[src/rtl/core/oblique_step_retraction_unit_assert.svh]
// ----------------------------------------------------------------------------
// oblique_step_retraction_unit_assert.svh
// Assertion macros for the oblique step retraction unit.
// ----------------------------------------------------------------------------
`ifndef OBLIQUE_STEP_RETRACTION_UNIT_ASSERT_SVH
`define OBLIQUE_STEP_RETRACTION_UNIT_ASSERT_SVH

`ifndef NO_ASSERTIONS
`define OSR_ASSERT(label, prop, msg) \
    label: assert property (@(posedge clk) disable iff (!rst_n) prop) else $error(msg);
`define OSR_ASSERT_ALWAYS(label, prop, msg) \
    label: assert property (@(posedge clk) prop) else $error(msg);
`else
`define OSR_ASSERT(label, prop, msg)
`define OSR_ASSERT_ALWAYS(label, prop, msg)
`endif

`endif

[src/rtl/core/osr_pkg.sv]
// ----------------------------------------------------------------------------
// osr_pkg
// Shared constants and types of the oblique step retraction unit.
// ----------------------------------------------------------------------------
package osr_pkg;

    localparam int COLUMN_LEN_MAX = 64;
    localparam int ADDR_W         = $clog2(COLUMN_LEN_MAX);
    localparam int COUNT_W        = $clog2(COLUMN_LEN_MAX + 1);
    localparam int ELEM_W         = 32;
    localparam int STEP_W         = 31;
    localparam int CNT_W          = 6;

    localparam logic [STEP_W-1:0] STEP_RESET   = 31'd268435456;
    localparam logic [CNT_W-1:0]  MUL_LAST     = 6'd30;
    localparam logic [CNT_W-1:0]  SQ_LAST      = 6'd31;
    localparam logic [CNT_W-1:0]  ROOT_LAST    = 6'd31;
    localparam logic [CNT_W-1:0]  DIV_LAST     = 6'd55;

    typedef enum logic [3:0] {
        S_IDLE,
        S_MUL,
        S_SAT,
        S_SQ,
        S_ACC,
        S_ROOT,
        S_RD,
        S_LOAD,
        S_DIV,
        S_OUT
    } state_t;

endpackage

[src/rtl/core/oblique_step_retraction_unit.sv]
// ----------------------------------------------------------------------------
// oblique_step_retraction_unit
// Steps a column element by element, then emits it scaled to unit norm.
// ----------------------------------------------------------------------------
//  channel  | handshake            | word
//  ---------+----------------------+-------------------------------------------
//  in       | in_valid / in_ready  | point_elem, dir_elem, last_in_column
//  out      | out_valid / out_ready| out_elem, last_of_column, zero_norm
//  cfg      | cfg_we               | cfg_wdata (step_size)
//
//  Load: per word, shift-add step multiply, saturate, square and accumulate.
//  Close of column: bit-pair square root, then per emitted word a RAM read
//  and a restoring divide (skipped on zero norm), plus any output stall.
//  Reset clears control state; no clearing pass. Words are taken only in idle;
//  the output register lets the next word in while the last result waits.
// ----------------------------------------------------------------------------
`include "oblique_step_retraction_unit_assert.svh"

module oblique_step_retraction_unit (
    input  logic                clk,
    input  logic                rst_n,
    input  logic                in_valid,
    output logic                in_ready,
    input  logic signed [31:0]  point_elem,
    input  logic signed [31:0]  dir_elem,
    input  logic                last_in_column,
    output logic                out_valid,
    input  logic                out_ready,
    output logic signed [31:0]  out_elem,
    output logic                last_of_column,
    output logic                zero_norm,
    input  logic                cfg_we,
    input  logic [30:0]         cfg_wdata
);

    osr_pkg::state_t state_reg, state_next;

    logic [osr_pkg::STEP_W-1:0]  step_reg;
    logic [osr_pkg::COUNT_W-1:0] count_reg, count_next;
    logic [osr_pkg::COUNT_W-1:0] k_reg, k_next;
    logic [osr_pkg::CNT_W-1:0]   cnt_reg, cnt_next;
    logic [63:0] sum_reg, sum_next;
    logic [63:0] acc_reg, acc_next;
    logic [63:0] mcand_reg, mcand_next;
    logic [63:0] rbit_reg, rbit_next;
    logic [31:0] mplier_reg, mplier_next;
    logic [32:0] rem_reg, rem_next;
    logic [31:0] norm_reg, norm_next;
    logic        zero_reg, zero_next;
    logic        last_reg, last_next;
    logic        sign_reg, sign_next;

    logic        out_valid_reg, out_valid_next;
    logic [31:0] out_elem_reg, out_elem_next;
    logic        out_last_reg, out_last_next;
    logic        out_zero_reg, out_zero_next;

    logic                       ram_we;
    logic [31:0]                ram_wdata;
    logic [31:0]                ram_rdata;

    logic [35:0] t_shift;
    logic [31:0] s_val;
    logic [31:0] s_mag;
    logic [64:0] root_try;
    logic [32:0] div_try;
    logic [31:0] quot_res;
    logic        out_free;

    osr_ram #(
        .WIDTH (osr_pkg::ELEM_W),
        .DEPTH (osr_pkg::COLUMN_LEN_MAX)
    ) u_store (
        .clk   (clk),
        .we    (ram_we),
        .waddr (count_reg[osr_pkg::ADDR_W-1:0]),
        .wdata (ram_wdata),
        .raddr (k_reg[osr_pkg::ADDR_W-1:0]),
        .rdata (ram_rdata)
    );

    // saturate step result, floor shift by 28
    always_comb
    begin
        t_shift = acc_reg[63:28];
        if ((t_shift[35:31] != 5'b00000) && (t_shift[35:31] != 5'b11111))
        begin
            s_val = t_shift[35] ? 32'h8000_0000 : 32'h7FFF_FFFF;
        end
        else
        begin
            s_val = t_shift[31:0];
        end
        s_mag = s_val[31] ? (32'd0 - s_val) : s_val;
    end

    // saturated signed quotient
    always_comb
    begin
        if (sign_reg)
        begin
            if (acc_reg[55:0] > 56'h0000_0080_0000_00)
            begin
                quot_res = 32'h8000_0000;
            end
            else
            begin
                quot_res = 32'd0 - acc_reg[31:0];
            end
        end
        else
        begin
            if (acc_reg[55:0] > 56'h0000_007F_FFFF_FF)
            begin
                quot_res = 32'h7FFF_FFFF;
            end
            else
            begin
                quot_res = acc_reg[31:0];
            end
        end
    end

    assign root_try = {1'b0, mcand_reg} + {1'b0, rbit_reg};
    assign div_try  = {rem_reg[31:0], mcand_reg[55]};
    assign out_free = !out_valid_reg || out_ready;

    always_ff @(posedge clk or negedge rst_n)
    begin
        if (!rst_n)
        begin
            state_reg     <= osr_pkg::S_IDLE;
            step_reg      <= osr_pkg::STEP_RESET;
            count_reg     <= '0;
            sum_reg       <= '0;
            out_valid_reg <= 1'b0;
        end
        else
        begin
            state_reg     <= state_next;
            count_reg     <= count_next;
            sum_reg       <= sum_next;
            out_valid_reg <= out_valid_next;
            if (cfg_we)
            begin
                step_reg <= cfg_wdata;
            end
        end
    end

    always_ff @(posedge clk)
    begin
        k_reg        <= k_next;
        cnt_reg      <= cnt_next;
        acc_reg      <= acc_next;
        mcand_reg    <= mcand_next;
        rbit_reg     <= rbit_next;
        mplier_reg   <= mplier_next;
        rem_reg      <= rem_next;
        norm_reg     <= norm_next;
        zero_reg     <= zero_next;
        last_reg     <= last_next;
        sign_reg     <= sign_next;
        out_elem_reg <= out_elem_next;
        out_last_reg <= out_last_next;
        out_zero_reg <= out_zero_next;
    end

    always_comb
    begin
        state_next     = state_reg;
        count_next     = count_reg;
        k_next         = k_reg;
        cnt_next       = cnt_reg;
        sum_next       = sum_reg;
        acc_next       = acc_reg;
        mcand_next     = mcand_reg;
        rbit_next      = rbit_reg;
        mplier_next    = mplier_reg;
        rem_next       = rem_reg;
        norm_next      = norm_reg;
        zero_next      = zero_reg;
        last_next      = last_reg;
        sign_next      = sign_reg;
        out_elem_next  = out_elem_reg;
        out_last_next  = out_last_reg;
        out_zero_next  = out_zero_reg;
        out_valid_next = out_valid_reg && !out_ready;
        in_ready       = 1'b0;
        ram_we         = 1'b0;
        ram_wdata      = s_val;

        case (state_reg)
            osr_pkg::S_IDLE:
            begin
                in_ready = 1'b1;
                if (in_valid)
                begin
                    last_next = last_in_column;
                    if (count_reg < osr_pkg::COUNT_W'(osr_pkg::COLUMN_LEN_MAX))
                    begin
                        acc_next    = {{4{point_elem[31]}}, point_elem, 28'h800_0000};
                        mcand_next  = {{32{dir_elem[31]}}, dir_elem};
                        mplier_next = {1'b0, step_reg};
                        cnt_next    = '0;
                        state_next  = osr_pkg::S_MUL;
                    end
                    else if (last_in_column)
                    begin
                        acc_next   = sum_reg;
                        mcand_next = '0;
                        rbit_next  = 64'h4000_0000_0000_0000;
                        cnt_next   = '0;
                        state_next = osr_pkg::S_ROOT;
                    end
                end
            end

            osr_pkg::S_MUL:
            begin
                if (mplier_reg[0])
                begin
                    acc_next = acc_reg + mcand_reg;
                end
                mcand_next  = mcand_reg << 1;
                mplier_next = mplier_reg >> 1;
                cnt_next    = cnt_reg + 1'b1;
                if (cnt_reg == osr_pkg::MUL_LAST)
                begin
                    state_next = osr_pkg::S_SAT;
                end
            end

            osr_pkg::S_SAT:
            begin
                ram_we      = 1'b1;
                acc_next    = '0;
                mcand_next  = {32'd0, s_mag};
                mplier_next = s_mag;
                cnt_next    = '0;
                state_next  = osr_pkg::S_SQ;
            end

            osr_pkg::S_SQ:
            begin
                if (mplier_reg[0])
                begin
                    acc_next = acc_reg + mcand_reg;
                end
                mcand_next  = mcand_reg << 1;
                mplier_next = mplier_reg >> 1;
                cnt_next    = cnt_reg + 1'b1;
                if (cnt_reg == osr_pkg::SQ_LAST)
                begin
                    state_next = osr_pkg::S_ACC;
                end
            end

            osr_pkg::S_ACC:
            begin
                sum_next   = sum_reg + (acc_reg >> 8);
                count_next = count_reg + 1'b1;
                if (last_reg)
                begin
                    acc_next   = sum_next;
                    mcand_next = '0;
                    rbit_next  = 64'h4000_0000_0000_0000;
                    cnt_next   = '0;
                    state_next = osr_pkg::S_ROOT;
                end
                else
                begin
                    state_next = osr_pkg::S_IDLE;
                end
            end

            // bit-pair square root: acc = remainder, mcand = root
            osr_pkg::S_ROOT:
            begin
                if ({1'b0, acc_reg} >= root_try)
                begin
                    acc_next   = acc_reg - root_try[63:0];
                    mcand_next = (mcand_reg >> 1) + rbit_reg;
                end
                else
                begin
                    mcand_next = mcand_reg >> 1;
                end
                rbit_next = rbit_reg >> 2;
                cnt_next  = cnt_reg + 1'b1;
                if (cnt_reg == osr_pkg::ROOT_LAST)
                begin
                    norm_next  = mcand_next[31:0];
                    zero_next  = (mcand_next[31:0] == 32'd0);
                    k_next     = '0;
                    state_next = osr_pkg::S_RD;
                end
            end

            osr_pkg::S_RD:
            begin
                state_next = osr_pkg::S_LOAD;
            end

            osr_pkg::S_LOAD:
            begin
                sign_next  = ram_rdata[31];
                mcand_next = {8'd0, (ram_rdata[31] ? (32'd0 - ram_rdata) : ram_rdata), 24'd0};
                acc_next   = '0;
                rem_next   = '0;
                cnt_next   = '0;
                state_next = zero_reg ? osr_pkg::S_OUT : osr_pkg::S_DIV;
            end

            // restoring divide: mcand = dividend, acc = quotient
            osr_pkg::S_DIV:
            begin
                mcand_next = mcand_reg << 1;
                if (div_try >= {1'b0, norm_reg})
                begin
                    rem_next = div_try - {1'b0, norm_reg};
                    acc_next = {acc_reg[62:0], 1'b1};
                end
                else
                begin
                    rem_next = div_try;
                    acc_next = {acc_reg[62:0], 1'b0};
                end
                cnt_next = cnt_reg + 1'b1;
                if (cnt_reg == osr_pkg::DIV_LAST)
                begin
                    state_next = osr_pkg::S_OUT;
                end
            end

            osr_pkg::S_OUT:
            begin
                if (out_free)
                begin
                    out_valid_next = 1'b1;
                    out_elem_next  = quot_res;
                    out_zero_next  = zero_reg;
                    out_last_next  = (k_reg + 1'b1 == count_reg);
                    k_next         = k_reg + 1'b1;
                    if (k_reg + 1'b1 == count_reg)
                    begin
                        sum_next   = '0;
                        count_next = '0;
                        state_next = osr_pkg::S_IDLE;
                    end
                    else
                    begin
                        state_next = osr_pkg::S_RD;
                    end
                end
            end

            default:
            begin
                state_next = osr_pkg::S_IDLE;
            end
        endcase
    end

    assign out_valid      = out_valid_reg;
    assign out_elem       = out_elem_reg;
    assign last_of_column = out_last_reg;
    assign zero_norm      = out_zero_reg;

    `OSR_ASSERT(a_zero_out, (out_valid && zero_norm) |-> (out_elem == 32'd0), "zero norm word nonzero")
    `OSR_ASSERT(a_count_max, count_reg <= osr_pkg::COUNT_W'(osr_pkg::COLUMN_LEN_MAX), "count overflow")
    `OSR_ASSERT(a_rd_range, (state_reg == osr_pkg::S_RD) |-> (k_reg < count_reg), "read past column")
    `OSR_ASSERT(a_close_clear, (state_reg == osr_pkg::S_OUT && out_free && out_last_next) |=> (count_reg == '0 && sum_reg == '0), "column not cleared")

endmodule

[src/rtl/core/osr_ram.sv]
// ----------------------------------------------------------------------------
// osr_ram
// Generic single-write, single-read RAM with registered read data.
// ----------------------------------------------------------------------------
module osr_ram #(
    parameter int WIDTH = 32,
    parameter int DEPTH = 64
) (
    input  logic                     clk,
    input  logic                     we,
    input  logic [$clog2(DEPTH)-1:0] waddr,
    input  logic [WIDTH-1:0]         wdata,
    input  logic [$clog2(DEPTH)-1:0] raddr,
    output logic [WIDTH-1:0]         rdata
);

    logic [WIDTH-1:0] mem [DEPTH];

    always_ff @(posedge clk)
    begin
        if (we)
        begin
            mem[waddr] <= wdata;
        end
        rdata <= mem[raddr];
    end

endmodule

[config.mk]
export PLATFORM = sky130hd
export DESIGN_NAME = oblique_step_retraction_unit
export DESIGN_NICKNAME = d
export VERILOG_FILES = /design/src/rtl/core/osr_pkg.sv /design/src/rtl/core/oblique_step_retraction_unit.sv /design/src/rtl/core/osr_ram.sv
export VERILOG_INCLUDE_DIRS = /design/src /design/src/rtl/core
export SDC_FILE = /design/constraint.sdc
export NUM_CORES = 2
export LEC_CHECK = 0
export BUFFER_PORTS_ARGS = -buffer_cell sky130_fd_sc_hd__buf_2
export CELL_PAD_IN_SITES_DETAIL_PLACEMENT = 0
export CELL_PAD_IN_SITES_GLOBAL_PLACEMENT = 1
export CORE_MARGIN = 8
export CORE_UTILIZATION = 29
export DETAILED_ROUTE_END_ITERATION = 8
export GPL_TIMING_DRIVEN = 0
export PLACE_DENSITY = 0.44
export SLEW_MARGIN = 30
export SYNTH_ARGS = -nofsm -noshare
export SYNTH_HDL_FRONTEND = slang
export SYNTH_SLANG_ARGS = --single-unit
[constraint.sdc]
create_clock -name clk -period 11.1 [get_ports clk]
set_input_delay 1.665 -clock clk [delete_from_list [all_inputs] [get_ports clk]]
set_output_delay 1.665 -clock clk [all_outputs]
set_load 0.01 [all_outputs]
# Yosys cells after proc, flatten, opt, wreduce, memory -nomap -nowiden
# Memories as Yosys holds them, arrays and structs flattened. A register that Yosys moved wholly into a read port is not among the register bits.
# Index checks and enable logic that the tools add are counted.
totals:
  regBits: 445
  word_cells: 160
  ramBits: 2048
  input_bits: 101
  mem_count: 1
classes:
  muxes: 64
  n_lt_le_gt_ge: 5
  addsub: 12
  n_reduce_logical: 31
  n_eq_ne: 28
mem_list:
  columns: ["memory", "words", "word_bits", "rd", "rd_ports_with_merged_regs", "wr", "line_no", "source"]
  rows:
  - ["u_store.mem", 64, 32, 1, 1, 1, "osr_ram.sv:17", "logic [WIDTH-1:0] mem [DEPTH];"]
op_table:
  columns: ["cell", "n"]
  rows:
  - ["2-to-1 mux 64 bit", 18]
  - ["case mux 64 bit (6 select lines)", 2]
  - ["2-to-1 mux 32 bit", 10]
  - ["case mux 64 bit (3 select lines)", 1]
  - ["case mux 64 bit (2 select lines)", 1]
  - ["case mux 32 bit (3 select lines)", 1]
  - ["subtractor 1 x 32 -> 32 bit (first input constant)", 3]
  - ["adder 64 x 64 -> 65 bit", 1]
  - ["greater-or-equal comparator 64 x 65 -> 1 bit", 1]
  - ["adder 63 x 64 -> 64 bit", 1]
  - ["adder 64 x 56 -> 64 bit", 1]
  - ["adder 64 bit", 1]
  - ["case mux 32 bit (2 select lines)", 1]
  - ["subtractor 64 bit", 1]
  - ["greater-than comparator 56 x 31 -> 1 bit (second input constant)", 1]
  - ["greater-than comparator 56 x 32 -> 1 bit (second input constant)", 1]
  - ["case mux 4 bit (10 select lines)", 1]
  - ["greater-or-equal comparator 33 x 32 -> 1 bit", 1]
  - ["zero test 32 bit", 1]
  - ["2-to-1 mux 4 bit", 8]
  - ["subtractor 32 bit", 1]
  - ["2-to-1 mux 7 bit", 4]
  - ["case mux 7 bit (2 select lines)", 2]
  - ["2-to-1 mux 6 bit", 4]
  - ["other kinds (35)", 73]

# Logic depth before layout (Yosys ltp)
logic_depth:
  depth_word: 6
  mapped_depth: 27
  mapped_depth_nobuf: 27

# Cells and area by module
# Synthesis repeated with hierarchy kept, for this count alone.
hier_totals:
  cells_unflattened: 7757
  area_unflattened_um2: 116190.2
modules_own_cells:
  columns: ["module", "area_per_inst_um2", "instances", "cells_per_inst"]
  rows:
  - ["osr_ram", 78515.3, 1, 3324]
  - ["oblique_step_retraction_unit", 37674.9, 1, 4433]

# Least setup slack after synthesis
# OpenSTA, ideal clock, no wires.
synth_path:
  path_type: "register -> register"
  startpoint: "register mcand_reg[2]"
  endpoint: "register acc_reg[0], enable pin"
  arrival_time_ns: 8.428
  setup_ns: 0.487
  n_path_buf: 2
  path_stages_with_launch: 25
  synth_period_minus_slack_ns: 8.914
  slack_ns: 2.186
  t_required_ns: 10.613
  path_cell_list: "edfxtp_1 > ha_1 > a31oi_1 > a211oi_1 > a221oi_1 > o21ai_0 > nand2_1 > o21ba_2 > nor2_1 > nor2_1 > o21bai_1 > a41o_1 > xnor2_1 > ha_1 > nand4_1 > or4_1 > nor4_1 > nor2b_1 > a211oi_1 > a31oi_1 > o21a_1 > clkbuf_1 > clkbuf_1 > nor2_1 > nor2_1"
synth_between:
  elab_chain_len: 4
synth_lines:
  columns: ["item", "line_no", "source"]
  rows:
  - ["start: declaration", "oblique_step_retraction_unit.sv:44", "logic [63:0] mcand_reg, mcand_next;"]
  - ["start signal: assignment", "oblique_step_retraction_unit.sv:156", "mcand_reg <= mcand_next;"]
  - ["adder 64 x 64 -> 65 bit", "oblique_step_retraction_unit.sv:124", "assign root_try = {1'b0, mcand_reg} + {1'b0, rbit_reg};"]
  - ["greater-or-equal comparator 64 x 65 -> 1 bit", "oblique_step_retraction_unit.sv:280", "if ({1'b0, acc_reg} >= root_try)"]
  - ["inequality test 2 bit (no line)", null, null]
  - ["AND reduction 6 bit (no line)", null, null]
  - ["end signal: assignment", "oblique_step_retraction_unit.sv:155", "acc_reg <= acc_next;"]
  - ["end: declaration", "oblique_step_retraction_unit.sv:43", "logic [63:0] acc_reg, acc_next;"]
# Every way passes these cells.
# A chain may end at the register's enable or synchronous reset.

# Worst setup path after layout
layout_path:
  startpoint: "register mcand_reg[4]"
  endpoint: "register acc_reg[16], enable pin"
# The elaborated chain is that of the path after synthesis.

==> out/qor.csv <==
stage,metric,value,unit
synth,yosys_register_bits,2493,
cells_and_area,drive_gt1_share,22.2,%
hold_path,hp-start,sum_reg[55],
critical_path,setup.worst_path.start,mcand_reg[4],
cells_and_area,final_common_cell,edfxtp_1,
global_routing,antenna_found_initial,43,
critical_path,r2r_slack,500,ps
timing,fin_worst_skew,82.5,ps
clock_network,cts-root-buf,clkbuf_16,
pwr,max-vdd-ir-drop,0.162,mV
synth,synthesis.instances,7401,
floorplan,initial_core_util,29.1,%
cells_and_area,nets,8476,
timing,fmax,94.4,MHz
route,wl_per_cell,32.7,microns
floorplan,coreArea,396000,sq um
route,routed-via-count,71900,
timing,rsz0062_at_grt,no,
clock_network,cts.clk_slew.worst_paths,60,ps
route,drt_pass1_iterations,8,
critical_path,cpPeakStageDelay,690,ps
route,finalWirelength,444000,microns
clock_network,post_cts_buffers,0,
outcome,status,"complete, no violations",
critical_path,r2r-end,acc_reg[16],
critical_path,crit_slowest_cell,clkbuf_1,
route,ant_nets,0,
floorplan,die_y,647,microns
hold_path,hold_path_class,flip-flop to flip-flop,
critical_path,required,11660,ps
timing,fin_crit_sh,95.5,%
critical_path,setup.worst_path.class,flip-flop to flip-flop,
cells_and_area,largest_reg_flops,2048,
cells_and_area,synthToLayoutAreaGrowth,20.5,%
route,viasPerCell,5.29,
synth,synth_cell_types,85,
synth,yosysSeqAreaShare,64.1,%
critical_path,startpoint_type,flip-flop,
global_routing,grt_usage,20.7,%
floorplan,die_w,647,microns
pwr,power_density,288,nW/um^2
route,drt_iter0_markers,6454,
route,drc_errors,0,
synth,ys_async_sr_fraction,4.29,%
pwr,leakage,0.0460,uW
timing,setup_viol,0,
hold_path,whs_endpoint,sum_reg[55],
timing,hold_viol,0,
synth,mappedNetlistArea,115000,sq um
global_routing,grt_max_degree,65,
clock_network,clockBufferDepth,4,
timing,period_minus_slack,10600,ps
clock_network,cts_max_level,5,
floorplan,ioPinCount,137,
critical_path,timing.rr.start,mcand_reg[4],
cells_and_area,regMostFlops,u_store.mem,
place,place_hpwl,340000,microns
timing,maxSlewHeadroom,28.6,%
clock_network,cts.sinks,2493,
critical_path,worst_setup_path_end_kind,flip-flop,
flow_run,maxCapViolCount,0,
global_routing,grt.overflow.total,0,
synth,syn_nets,7794,
floorplan,rows,231,
clock_network,cts_buffers,302,
clock_network,clock_latency,930,ps
timing,final_max_slew_viol_count,0,
hold_path,whs_path_depth,2,
place,portBuffers,136,
synth,syn_avg_cell_area,15.6,sq um
floorplan,die_area,419000,sq um
synth,synth-edff-count,2354,
timing,setup_tns,0,ps
timing,worst_pin_slew,1070,ps
clock_network,tritoncts,done,
critical_path,crit_arrival,11160,ps
critical_path,reg2reg_depth,28,
critical_path,cp_max_fo,18,
pwr,power.total,40100,uW
global_routing,grt_first_pass_wirelength,611000,microns
place,gp_congestion,0.876,
synth,ys_warn_count,0,
cells_and_area,mostFrequentLayoutCells,"edfxtp_1 (2354), mux4_2 (672), nand2_1 (568)",
global_routing,grt_pass1_vias,73200,
synth,synth_ff_type,edfxtp_1,
worst max-delay path: cells and delay by family, from the launching register on:
family / cells / cell delay (ps)
and+or+nand+nor: 8 / 2580
adders and majority gates: 2 / 750
buffers and inverters: 6 / 1950
xor gates and xnor gates: 1 / 200
DFF: 1 / 550
AOI/OAI and AO/OA: 11 / 4140
cell usage after synthesis, drive strengths merged (11+ instances only):
master     n  area (sq um)
a211oi    27           203
a22oi     30           225
dfxtp     32           641
nor2b     43           269
edfxtp  2354         70700
mux4     672         15100
nor2     423          1600
inv      131           492
nand3b    11          82.6
nor3      81           417
mux2      64           721
a221oi    68           596
mux2i     48           480
o21a      35           263
or3       44           305
xnor2    226          1980
xor2     168          1470
nor4      38           238
o311ai    25           219
nand4     84           532
a21oi    299          1500
buf       86           325
a31oi     74           463
and2      20           125
a221o     33           330
a31o      22           193
dfrtp    106          2650
o21bai    35           263
o31ai     36           270
or4       17           128
nand3     92           465
clkbuf   343          1290
o211ai    35           263
and3      53           332
nand2    571          2140
o21ai    329          1650
or2       15          93.8
a21o     127           953
a222oi    34           340
nand2b    35           219
ha       289          3620
what timing repair did:
item                       in CTS  in global routing
setup endpoints to repair       9                  0
gates resized for setup         1                  0
hold buffers                    0                  0
report_power, final:
part / total (uW) / leakage [uW] / internal (uW) / switching, uW
clock network: 9640 / 0.00466 / 5590 / 4050
logic: 16500 / 0.0184 / 5270 / 11200
registers: 14000 / 0.0230 / 13000 / 1030
per-stage QoR:
stage	setup WS [ps]	utilization, %	hold slack (ps)	area, sq um	std cells
floorplan	2190	-	427	115000	7401
global placement	-4990	31.0	483	123000	12800
detailed placement	20.9	32.7	495	130000	13000
CTS	291	35.1	508	139000	13600
global route	19.4	35.1	530	139000	13600
finish	502	35.1	507	139000	13600
how the worst max path moves through the flow:
stage / to / slack, ps / depth (start not counted)
3_3_place_gp: acc_reg[8] / -4990 / 24
2_1_floorplan: acc_reg[0] / 2190 / 24
3_5_place_dp: acc_reg[12] / 20 / 28
4_1_cts: acc_reg[14] / 290 / 28
5_1_grt: acc_reg[14] / 20 / 28
6_report: acc_reg[16] / 500 / 28
per-layer routing:
layer,track usage (%),vias to the layer above,part of all wire [%]
met3,2.28,578,4.0
met1,26.9,38200,42
li1,-,31100,-
met4,6.40,2,3.7
met2,36.3,1962,50
met5,0,-,0.0027
cell type report:
class                           count  area (sq um)
Fill cell                       37900        257000
Sequential cell                  2493         74000
Multi-Input combinational cell   4348         40200
Clock buffer                      393          8140
Timing Repair Buffer              378          6580
Tap cell                         5242          6560
Buffer                            429          1760
Clock inverter                    153          1410
Inverter                          131           514
Antenna cell                       24          60.1
logic make-up after synthesis:
family,after synthesis,synth area share (%)
fa+ha+maj,292,3.18
xor+xnor,394,2.99
flops,2493,64.1
buf+inv,560,1.82
simple gates,1557,6.24
mux,784,14.1
compound gates,1321,7.53
Note: power is estimated with default switching activity, not from simulation.
